--- src/rtl/pft_pkg.sv ---
// Shared types and constants for the Pareto frontier table.
package pft_pkg;

	localparam int FIELD_W = 31;

	typedef enum logic {
		OP_INSERT = 1'b0,
		OP_POP    = 1'b1
	} op_t;

	typedef enum logic [1:0] {
		STAT_OK        = 2'd0,
		STAT_DOMINATED = 2'd1,
		STAT_EMPTY     = 2'd2,
		STAT_FULL      = 2'd3
	} status_t;

	typedef enum logic [1:0] {
		S_IDLE,
		S_EVAL,
		S_COMPACT
	} fsm_t;

	typedef enum logic [1:0] {
		CELL_HOLD,
		CELL_SHIFT,
		CELL_REPLACE,
		CELL_COMPACT
	} cell_cmd_t;

	typedef struct packed {
		cell_cmd_t           cmd;
		logic [FIELD_W-1:0]  key_time;
		logic [FIELD_W-1:0]  key_demand;
	} cell_ctl_t;

	typedef struct packed {
		logic dom;
		logic lt;
		logic rm;
		logic at_pos;
	} cell_flag_t;

endpackage

--- src/rtl/pft_cell.sv ---
// One table slot: holds a (time, demand) pair, compares it, and moves it along the chain.
module pft_cell (
	input  logic                          clk,
	input  logic                          arst_n,
	input  pft_pkg::cell_ctl_t            ctl,
	input  logic                          valid,
	input  logic                          left_lt,
	input  logic [pft_pkg::FIELD_W-1:0]   left_time,
	input  logic [pft_pkg::FIELD_W-1:0]   left_demand,
	input  logic                          right_del,
	input  logic [pft_pkg::FIELD_W-1:0]   right_time,
	input  logic [pft_pkg::FIELD_W-1:0]   right_demand,
	input  logic                          seen_in,
	output logic                          seen_out,
	output logic [pft_pkg::FIELD_W-1:0]   cell_time,
	output logic [pft_pkg::FIELD_W-1:0]   cell_demand,
	output logic                          del,
	output pft_pkg::cell_flag_t           flag
);

	logic [pft_pkg::FIELD_W-1:0] time_q;
	logic [pft_pkg::FIELD_W-1:0] demand_q;
	logic                        del_q;
	logic                        take_left;
	logic                        take_right;

	always_comb begin
		flag.lt     = valid & (time_q < ctl.key_time);
		flag.dom    = valid & (time_q <= ctl.key_time) & (demand_q >= ctl.key_demand);
		flag.rm     = valid & (time_q >= ctl.key_time) & (demand_q <= ctl.key_demand);
		flag.at_pos = left_lt & ~flag.lt;
	end

	assign take_left  = ~left_lt;
	assign take_right = seen_in | del_q;
	assign seen_out   = seen_in | del_q;

	always_ff @(posedge clk) begin
		case (ctl.cmd)
			pft_pkg::CELL_SHIFT: begin
				if (flag.at_pos) begin
					time_q   <= ctl.key_time;
					demand_q <= ctl.key_demand;
				end else if (take_left) begin
					time_q   <= left_time;
					demand_q <= left_demand;
				end
			end
			pft_pkg::CELL_REPLACE: begin
				if (flag.at_pos) begin
					time_q   <= ctl.key_time;
					demand_q <= ctl.key_demand;
				end
			end
			pft_pkg::CELL_COMPACT: begin
				if (take_right) begin
					time_q   <= right_time;
					demand_q <= right_demand;
				end
			end
			default: begin
			end
		endcase
	end

	always_ff @(posedge clk or negedge arst_n) begin
		if (!arst_n) begin
			del_q <= 1'b0;
		end else begin
			case (ctl.cmd)
				pft_pkg::CELL_REPLACE: del_q <= flag.rm & ~flag.at_pos;
				pft_pkg::CELL_COMPACT: begin
					if (take_right) begin
						del_q <= right_del;
					end
				end
				default: begin
				end
			endcase
		end
	end

	assign cell_time   = time_q;
	assign cell_demand = demand_q;
	assign del         = del_q;

endmodule

--- config.mk ---
export PLATFORM = sky130hd
export DESIGN_NAME = pft_cell
export DESIGN_NICKNAME = d
export VERILOG_FILES = /design/src/rtl/pft_pkg.sv /design/src/rtl/pft_cell.sv
export SDC_FILE = /design/constraint.sdc
export NUM_CORES = 1
export LEC_CHECK = 0
export ABC_AREA = 1
export BUFFER_PORTS_ARGS = -buffer_cell sky130_fd_sc_hd__buf_2
export CORE_AREA = 4 4 127 129
export CTS_BUF_LIST = sky130_fd_sc_hd__clkbuf_2 sky130_fd_sc_hd__clkbuf_4 sky130_fd_sc_hd__clkbuf_8
export DETAILED_ROUTE_END_ITERATION = 12
export DIE_AREA = 0 0 131 133
export HOLD_SLACK_MARGIN = 0.02
export PLACE_DENSITY = 0.65
export SLEW_MARGIN = 20
export SYNTH_ARGS = -nofsm -noshare
export SYNTH_HDL_FRONTEND = slang
export SYNTH_SLANG_ARGS = --single-unit
--- constraint.sdc ---
create_clock -name clk -period 6.35 [get_ports clk]
set_input_delay 0.3175 -clock clk [delete_from_list [all_inputs] [get_ports clk]]
set_output_delay 0.3175 -clock clk [all_outputs]
set_load 0.05 [all_outputs]
==> impl.org, run 1 <==
** Outcome
- The flow ran to the end, and the final reports show no timing, DRC or antenna violations.

** Setup path
- For the worst setup path, the data required time is 6.33 ns.
- In this run the worst path has a maximum fanout of 43.
- Among all stages on the critical path, the largest delay is contributed by a21oi_4.
- The worst register-to-register path has a depth of 10.
- Register-to-Register Setup Slack :: 2.99 ns
- Crit path arrival time :: 3.33 ns
- List of cells traversed by the critical path :: ha_1 -> nand2_1 -> nor2_1 -> nand4_1 -> nor3_1 -> nand2_1 -> nand3_2 -> nand2_4 -> a21oi_4 -> buf_4
- The most numerous cell type found on the critical path is nand2_1.
- For this run, the slowest stage of the critical path takes 0.57 ns.
- The endpoint identified for the worst register-to-register timing path is cell_demand[27].
- Worst R2R Start :: cell_time[22]
- The critical path ends at cell_demand[27].
- The worst setup path is launched from a flip-flop.
- Type of element capturing the critical path :: flip-flop
- Crit path kind :: flip-flop to flip-flop
- The critical path starts at cell_time[22].

** Power
- Sw Ratio :: 0.396
- Net switching power :: 0.618 mW
- Relative contribution of sequential cells to total power :: 0.353
- Combinational cell fraction of total power :: 0.401
- IR analysis of the VDD net gives a maximum drop of 0.000108 V.
- Power density of the placed cells :: 207 nW/um^2
- Summed over all cells, the static leakage comes to 4.32 nW.
- Clock share of power :: 0.246
- The internal portion of the total power is 0.942 mW.

** Synthesis
- Average instance area after synthesis :: 6.85 sq um
- During synthesis, Yosys emitted a total of 0 warnings.
- Synthesized area :: 5880 sq um
- Cell count after synthesis :: 859
- For this run, the register share of the synthesized area comes to 0.321.
- #FFs+latches synth :: 63
- Synthesis produced a netlist with a net count of 1,115.
- The synthesized netlist contains 24 unique library cells.

** Die
- The die covers 17,400 sq um.
- The die is 131 um wide.
- The die is 133 um tall.
- After floorplanning, the core was sized to cover 15,000 sq um.
- Std-Cell Rows :: 45
- Initial Utilization :: 0.391
- # IOs :: 262

** Cells and area
- From synthesis to final layout, the design area changed by 28.2%.
- Number of nets in the layout :: 1,360
- The library cell used most frequently in the layout, excluding fill and tap cells, is nand2_1.
- The sequential cells in the finished layout cover a total of 1890 sq um.
- The library cells used most frequently in the layout, excluding fill and tap cells, are nand2_1, buf_2, inv_1, nor2_1, o21ai_0.
- Proportion of layout cells with a drive suffix above 1 :: 0.259
- Filler Cell Count :: 1,554
- Footprint of the multi-input gates :: 3240 sq um
- The number of antenna diodes in the final layout is 0.
- Leaving out filler cells and counting taps, the final layout contains 1,296.

** Placed design
- Summed over all nets, the half-perimeter wirelength after detailed placement is 14.0 mm.
- At the end of routability-driven placement, the weighted congestion stood at 0.812.
- Worst Setup Slack post-DPL :: 2.51 ns
- In this run, placement finished with an instance count of 1,279.
- Port buffering added 261 buffers.

** Route
- The count of nets left with antenna violations once routing finished came out at 0.
- Detailed-router iteration count before antenna repair :: 4
- Via density :: 4.66
- Wirelength, routed :: 18.1 mm
- In the final routed layout, each cell accounts on average for 14.0 um.
- Number of vias after detailed routing :: 6,042
- After detailed routing, the number of remaining DRC violations is 0.
- Violation count after the first detailed-route iteration :: 293

** Timing
- Final critical delay including setup and external delays :: 3.36 ns
- Clock Skews :: 0.0152 ns
- Maximum clock frequency :: 0.298 GHz
- Hold violation count in the final report :: 0
- In the finished design, the share of the clock period the worst path needs comes to 0.529.
- The count of final max-slew check failures came to 0.
- Slew margin rel. :: 0.434
- Setup violations remaining at the end of the flow were counted as 0.
- Total negative slack :: 0 ns
- For the pin with the worst max-slew slack, the measured transition is 0.849 ns.
- Setup repair after global routing left no endpoint under its margin.
- Once routing completed, OpenROAD measured the worst setup slack at 2.99 ns.

** Clocking
- Insertion delay of the later-clocked pin in the worst-skew pair :: 0.34 ns
- Clock buffer depth :: 2
- Post-CTS setup buffers :: 0
- TritonCTS clock tree :: yes
- CTS buffer count :: 9
- The number of gates resized after CTS was 0.
- Clk slew on worst S/H paths :: 0.08 ns
- # clock sinks :: 63
- Clock tree synthesis selected as its root buffer the cell clkbuf_8.
- The H-tree was split into 3 levels.

** Global routing
- Antenna violations before repair :: 0
- Maximum number of pins on one net before global-route repair :: 85
- Total Routing Usage GR :: 0.203
- After global routing the overflow that remains totals 0.
- Vias in the first global route :: 5,745
- The first global-routing pass estimated 28.3 mm of wire.

** Worst hold path
- The min-delay analysis places its worst path in the category input port to asynchronous set/reset pin.

** Job
- Number of violations of the max-capacitance limit :: 0
## metal layers
metal	vias to the layer above	part of all wire	GRT usage
li1	3188	-	-
met1	2627	0.44	0.259
met2	206	0.47	0.345
met3	21	0.077	0.0484
met4	0	0.016	0.0486
met5	-	0	0
## Yosys cell counts
master,instances,area share
a21boi_0,1,0.0013
a21o_1,4,0.0051
a21oi_1,25,0.021
a21oi_2,1,0.0015
buf_2,8,0.0068
buf_6,5,0.0096
clkbuf_1,20,0.013
dfrtp_1,1,0.0043
edfxtp_1,62,0.32
ha_1,62,0.13
inv_1,160,0.10
inv_2,1,0.00064
nand2_1,279,0.18
nand2_4,1,0.0019
nand2b_1,1,0.0011
nand3_1,6,0.0051
nand3_2,1,0.0017
nand3b_1,2,0.0026
nand4_1,6,0.0064
nor2_1,84,0.054
nor3_1,2,0.0017
o21ai_0,64,0.054
o21bai_1,62,0.079
or2_2,1,0.0011
## state kept, by name, summed over array words and instances, names as in the netlist
| signal | flops |
|---|---|
| cell_demand | 31 |
| del | 1 |
| cell_time | 31 |
## cell families (layout without fill, tap and decap cells)
group,after synthesis,after routing,synth area share
fa+ha+maj,62,62,0.132
flops,63,63,0.321
compound gates,157,157,0.163
simple gates,383,383,0.253
buf+inv,194,443,0.132
## power groups by stage
stage               Combinational [mW]  Clock (mW)  Sequential (mW)
floorplan                        0.276           0            0.722
global route                     0.701       0.412            0.557
CTS                              0.631       0.392            0.553
finish                           0.626       0.383            0.551
detailed placement               0.627           0            0.561
global placement                 0.622           0            0.560
## stage by stage
stage,hold WS [ns],power (mW),utilization,instance area (sq um)
after CTS,0.271,1.58,0.500,7510
after global placement,0.0987,1.18,0.485,7300
after global routing,0.296,1.67,0.502,7540
after floorplan,0.0219,0.998,-,5880
final,0.283,1.56,0.502,7540
after detailed placement,0.0962,1.19,0.485,7300
## worst max-delay path, delay by kind of cell, from the launching register on
kind | cells | cell delay, ns
AO/OA/AOI/OAI | 1 | 0.57
adder cells (fa/ha/maj) | 1 | 0.31
buffers and inverters | 1 | 0.51
flip-flops | 1 | 0.39
AND/OR/NAND/NOR | 7 | 1.17
## layout make-up
type | count | area share
Multi-Input combinational cell | 602 | 0.429
Sequential cell | 63 | 0.250
Timing Repair Buffer | 267 | 0.182
Inverter | 161 | 0.0801
Tap cell | 188 | 0.0312
Clock buffer | 10 | 0.0174
Clock inverter | 5 | 0.00979
## worst min path at each step
stage | to | slack (ns) | cells after the start
2_1_floorplan | del | 0.02 | 0
3_3_place_gp | del | 0.1 | 1
3_5_place_dp | del | 0.1 | 1
4_1_cts | del | 0.27 | 2
5_1_grt | del | 0.30 | 2
6_report | del | 0.28 | 2
## what timing repair did
item / in CTS / in global routing
hold buffers: 1 / 0
endpoints found under the hold margin: 1 / 0
endpoints found under the setup margin: 0 / 0
Power figures use the tool's default switching activity.
==> run 2, diff against run 1 <==
Settings changed: ABC_AREA 1 to 0, CORE_AREA 4 4 127 129 to 4 4 117 119, DIE_AREA 0 0 131 133 to 0 0 121 123, PLACE_DENSITY 0.65 to 0.68.
Clock period 6.35 ns to 3.4 ns, I/O delays scaled along.
==> run 2 against run 1 <==
Synthesized cell count is 43% lower; design area fell by 12%; flip-flop and latch count stayed put; hold slack worse by 0.18 ns; core utilization rose by 2.7 points; register-to-register slack got worse by 2.7 ns; critical path depth stayed put; sequential share of layout area increased by 3.4 points; wire length shrank 8.5%; total power increased by 72%; area after synthesis fell by 16%; setup slack worse by 2.8 ns.
==> impl.org, run 2 <==
** Clocking
- The number of buffers created by CTS is 9 (unchanged).
- The post-CTS setup buffer count was 0 (unchanged).
- TritonCTS clock tree :: yes
- CTS H-Tree Depth :: 3 (unchanged)
- # clock sinks :: 63 (unchanged)
- The clock transition at the registers of the reported paths is 0.08 ns (about the same).
- Clock Root Buffer :: clkbuf_8
- Insertion delay of the later-clocked pin in the worst-skew pair :: 0.36 ns (+0.02 ns)
- The largest buffer count on any clock path came to 2 (unchanged).

** Synthesis
- The number of synthesized register bits came to 63 (unchanged).
- The cell count after synthesis came to 491 (-43%).
- In the synthesized netlist the dominant register cell turns out to be edfxtp_1.
- The most common cell in the synthesized netlist is inv_1.
- The number of synthesized flops with an enable pin came to 62 (unchanged).
- The number of distinct library cells after synthesis was 38 (+58%).
- Average instance area after synthesis :: 10.0 sq um (+47%)
- The share of async-settable or async-resettable flops after synthesis was 0.0159 (unchanged).
- The sequential area share after synthesis was 0.383 (+0.0621).
- Leading cell types by total area after synthesis :: edfxtp_1, ha_1, a221o_1
- The area of the mapped netlist was 4930 sq um (-16%).
- The number of nets produced by synthesis is 747 (-33%).
- Share of the synthesized area in the top cell type :: 0.378 (+0.0613)
- Yosys Warn Count :: 0 (unchanged)
- Cell types with the highest counts after synthesis :: inv_1, edfxtp_1, ha_1
- Largest area contributor in the synthesized netlist :: edfxtp_1

** Global routing
- The aggregate global-route resource usage was 0.217 (+0.0137).
- Maximum number of pins on one net before global-route repair :: 44 (-48%)
- The global-route wire length before repair was 25.3 mm (-11%).
- The initial antenna violation count came to 2 (+2).
- Leftover overflow at the end of global routing :: 0 (unchanged)
- Vias in the first global route :: 5,130 (-11%)

** Cells and area
- Proportion of layout cells with a drive suffix above 1 :: 0.393 (+0.134)
- From synthesis to final layout, the design area changed by 34.8%.
- The library cell used most frequently in the layout, excluding fill and tap cells, is buf_2.
- Post-layout instance count excluding filler cells :: 924 (-29%)
- The count of nets after finishing is 1,002 (-26%).
- The total of fill cells in the finished design came to 1,181 (-24%).
- In the layout the commonest cells are buf_2, inv_1, ha_1, edfxtp_1, a221o_1.
- The area of all sequential standard cells came to 1890 sq um (unchanged).
- Footprint of the multi-input gates :: 2700 sq um (-16%)

** Power
- The static leakage power was 3.33 nW (-23%).
- The switching power as a share of total power came to 0.393 (-0.00311).
- The power density of the placed cells was 405 nW/um^2 (+96%).
- Combinational cell fraction of total power :: 0.397 (-0.004)
- Relative contribution of sequential cells to total power :: 0.383 (+0.030)
- The cell internal power dissipation was 1.63 mW (+73%).
- Tot Pwr :: 2.69 mW (+72%)
- Clock share of power :: 0.220 (-0.026)
- Net switching power :: 1.06 mW (+71%)
- Maximum resistive drop on vdd :: 0.000208 V (+92%)

** Route
- The first-pass iteration count of the detailed router was 4 (unchanged).
- Number of vias after detailed routing :: 4,925 (-18%)
- The vias per cell came to 5.33 (+14%).
- Violation count after the first detailed-route iteration :: 303 (+3.4%)
- The total length of routed wires came to 16.6 mm (-8.5%).
- The number of DRC violations after detailed routing came to 0 (unchanged).
- The number of nets with antenna violations after detailed routing came to 0 (unchanged).
- The routed length per placed instance was 18.0 um (+28%).

** Placed design
- The estimated wirelength of the detail-placed design was 13.1 mm (-6.1%).
- Placed Instances :: 905 (-29%)
- The last weighted congestion value of the routability-driven placer is 0.872 (+7.4%).
- The pre-CTS worst setup slack was 0.287 ns (-2.22 ns).
- The number of port buffers came to 261 (unchanged).

** Outcome
- The run finished with clean final reports.

** Job
- The max-capacitance violation count came to 0 (unchanged).

** Die
- The count of standard-cell rows is 41 (-8.9%).
- The horizontal extent of the die came to 121 um (-7.6%).
- Core Area :: 12,600 sq um (-16%)
- The count of pins on the block boundary came to 262 (unchanged).
- The starting density of the core came to 0.392 (+0.000808).
- The area of the die is 14,900 sq um (-15%).
- The y dimension of the die came to 123 um (-7.5%).

** Timing
- Setup repair after global routing left no endpoint under its margin.
- Number of pins exceeding their max-slew limit in the final report :: 0 (unchanged)
- Final critical delay including setup and external delays :: 3.18 ns
- The smallest setup slack after layout is 0.224 ns (-2.77 ns).
- The actual transition at the worst max-transition pin was 0.749 ns (-0.101 ns).
- Clock Skews :: 0.0123 ns (-0.00287 ns)
- The count of endpoints failing hold in the final timing report is 0 (unchanged).
- Slew margin rel. :: 0.499 (+0.0651)
- The sum of negative setup slack is 0 ns (unchanged).
- Based on the critical path, the design can be clocked at up to 0.315 GHz.
- Dividing the final minimum period by the clock period gives 0.934.
- The final count of negative-setup-slack endpoints is 0 (unchanged).

** Setup path
- Startpoint type of the worst setup path :: flip-flop
- The worst path arrival time came to 3.01 ns (-0.32 ns).
- Top fanout value on the critical path :: 32 (-26%)
- Crit path kind :: flip-flop to output port
- Type of element capturing the critical path :: output port
- Worst-path cell with the longest stage delay :: o41a_1
- List of cells traversed by the critical path :: ha_1 -> a211oi_1 -> nor2_1 -> o31a_1 -> o41a_1 -> o21ai_4 -> buf_4 -> inv_2 -> buf_6 -> buf_2
- Maximum single-stage delay on the critical path :: 0.48 ns (-0.09 ns)
- Buffers and inverters on the worst path :: 4 (+3)
- Largest delay share family, worst path :: compound AO/OA/AOI/OAI gates
- CP required :: 3.23 ns (-3.10 ns)

** Worst hold path
- The min-delay analysis places its worst path in the category input port to flip-flop.
==> run 2: cell types whose count changed after synthesis, moves of 4 or more <==
cell | before | now
a21oi_1 | 25 | 39
nor3b_1 | 0 | 43
nand2_1 | 279 | 33
buf_2 | 8 | 4
nor2_1 | 84 | 9
a221o_1 | 0 | 45
inv_1 | 160 | 65
o21ai_0 | 64 | 7
mux2i_1 | 0 | 19
and4_1 | 0 | 6
buf_6 | 5 | 0
o21bai_1 | 62 | 0
a22oi_1 | 0 | 19
a221oi_1 | 0 | 4
==> run 2: final cells by class <==
class | instances | area share
multi-input combinational | 333 | 0.407
sequential | 63 | 0.284
timing repair buffer | 273 | 0.214
inverter | 66 | 0.0373
tap | 172 | 0.0324
clock buffer | 13 | 0.0232
clock inverter | 2 | 0.00132
antenna | 2 | 0.000753
==> run 2: metrics by stage <==
| stage | hold WS [ns] | utilization | instance area, sq um |
|---|---|---|---|
| 4_1_cts | 0.0809 | 0.525 | 6590 |
| 2_1_floorplan | -0.126 | - | 4940 |
| 5_1_grt | 0.0904 | 0.529 | 6640 |
| 3_5_place_dp | -0.0534 | 0.511 | 6420 |
| 6_report | 0.108 | 0.529 | 6640 |
| 3_3_place_gp | -0.0526 | 0.511 | 6420 |
==> run 2: worst paths after layout <==
path	start	to	slack [ns]	depth (start not counted)
max	cell_time[4]	flag[0]	0.22	10
min	right_time[7]	cell_time[7]	0.11	2
max reg2reg	cell_time[30]	cell_time[30]	0.29	9
min reg2reg	del	del	0.69	3
max in group asynchronous	arst_n	del	3.19	2
min in group asynchronous	arst_n	del	0.13	2
==> run 2: repair_timing <==
item / CTS / global route
hold buffers: 1 / 0
endpoints found under the setup margin: 0 / 2
resized for setup: 0 / 3
endpoints found under the hold margin: 1 / 0
==> run 2: per-layer routing <==
layer  global-route usage  share of wire
met2                0.382           0.50
met3               0.0439          0.078
met4               0.0963          0.028
met1                0.256           0.39
met5                    0              0
==> run 2: logic make-up after synthesis <==
logic type                 Yosys count  synth area share
muxes                               19            0.0386
and+or+nand+nor                    118             0.141
DFF                                 63             0.383
adders and majority gates           62             0.157
AOI/OAI and AO/OA                  134             0.207
buffers and inverters               95            0.0733
==> run 2: worst reg2reg max path: cells and delay by family, from the launching register on <==
| kind | cells | cell delay [ns] |
|---|---|---|
| DFF | 1 | 0.41 |
| and+or+nand+nor | 4 | 0.72 |
| buffers and inverters | 1 | 0.50 |
| adders and majority gates | 1 | 0.34 |
| AOI/OAI and AO/OA | 3 | 0.72 |
==> run 2: power groups by stage <==
| stage | clock network, mW | registers, mW | logic [mW] |
|---|---|---|---|
| 2_1_floorplan | 0 | 1.34 | 0.427 |
| 3_3_place_gp | 0 | 1.04 | 1.04 |
| 3_5_place_dp | 0 | 1.05 | 1.06 |
| 4_1_cts | 0.608 | 1.03 | 1.06 |
| 5_1_grt | 0.639 | 1.04 | 1.16 |
| 6_report | 0.593 | 1.03 | 1.07 |
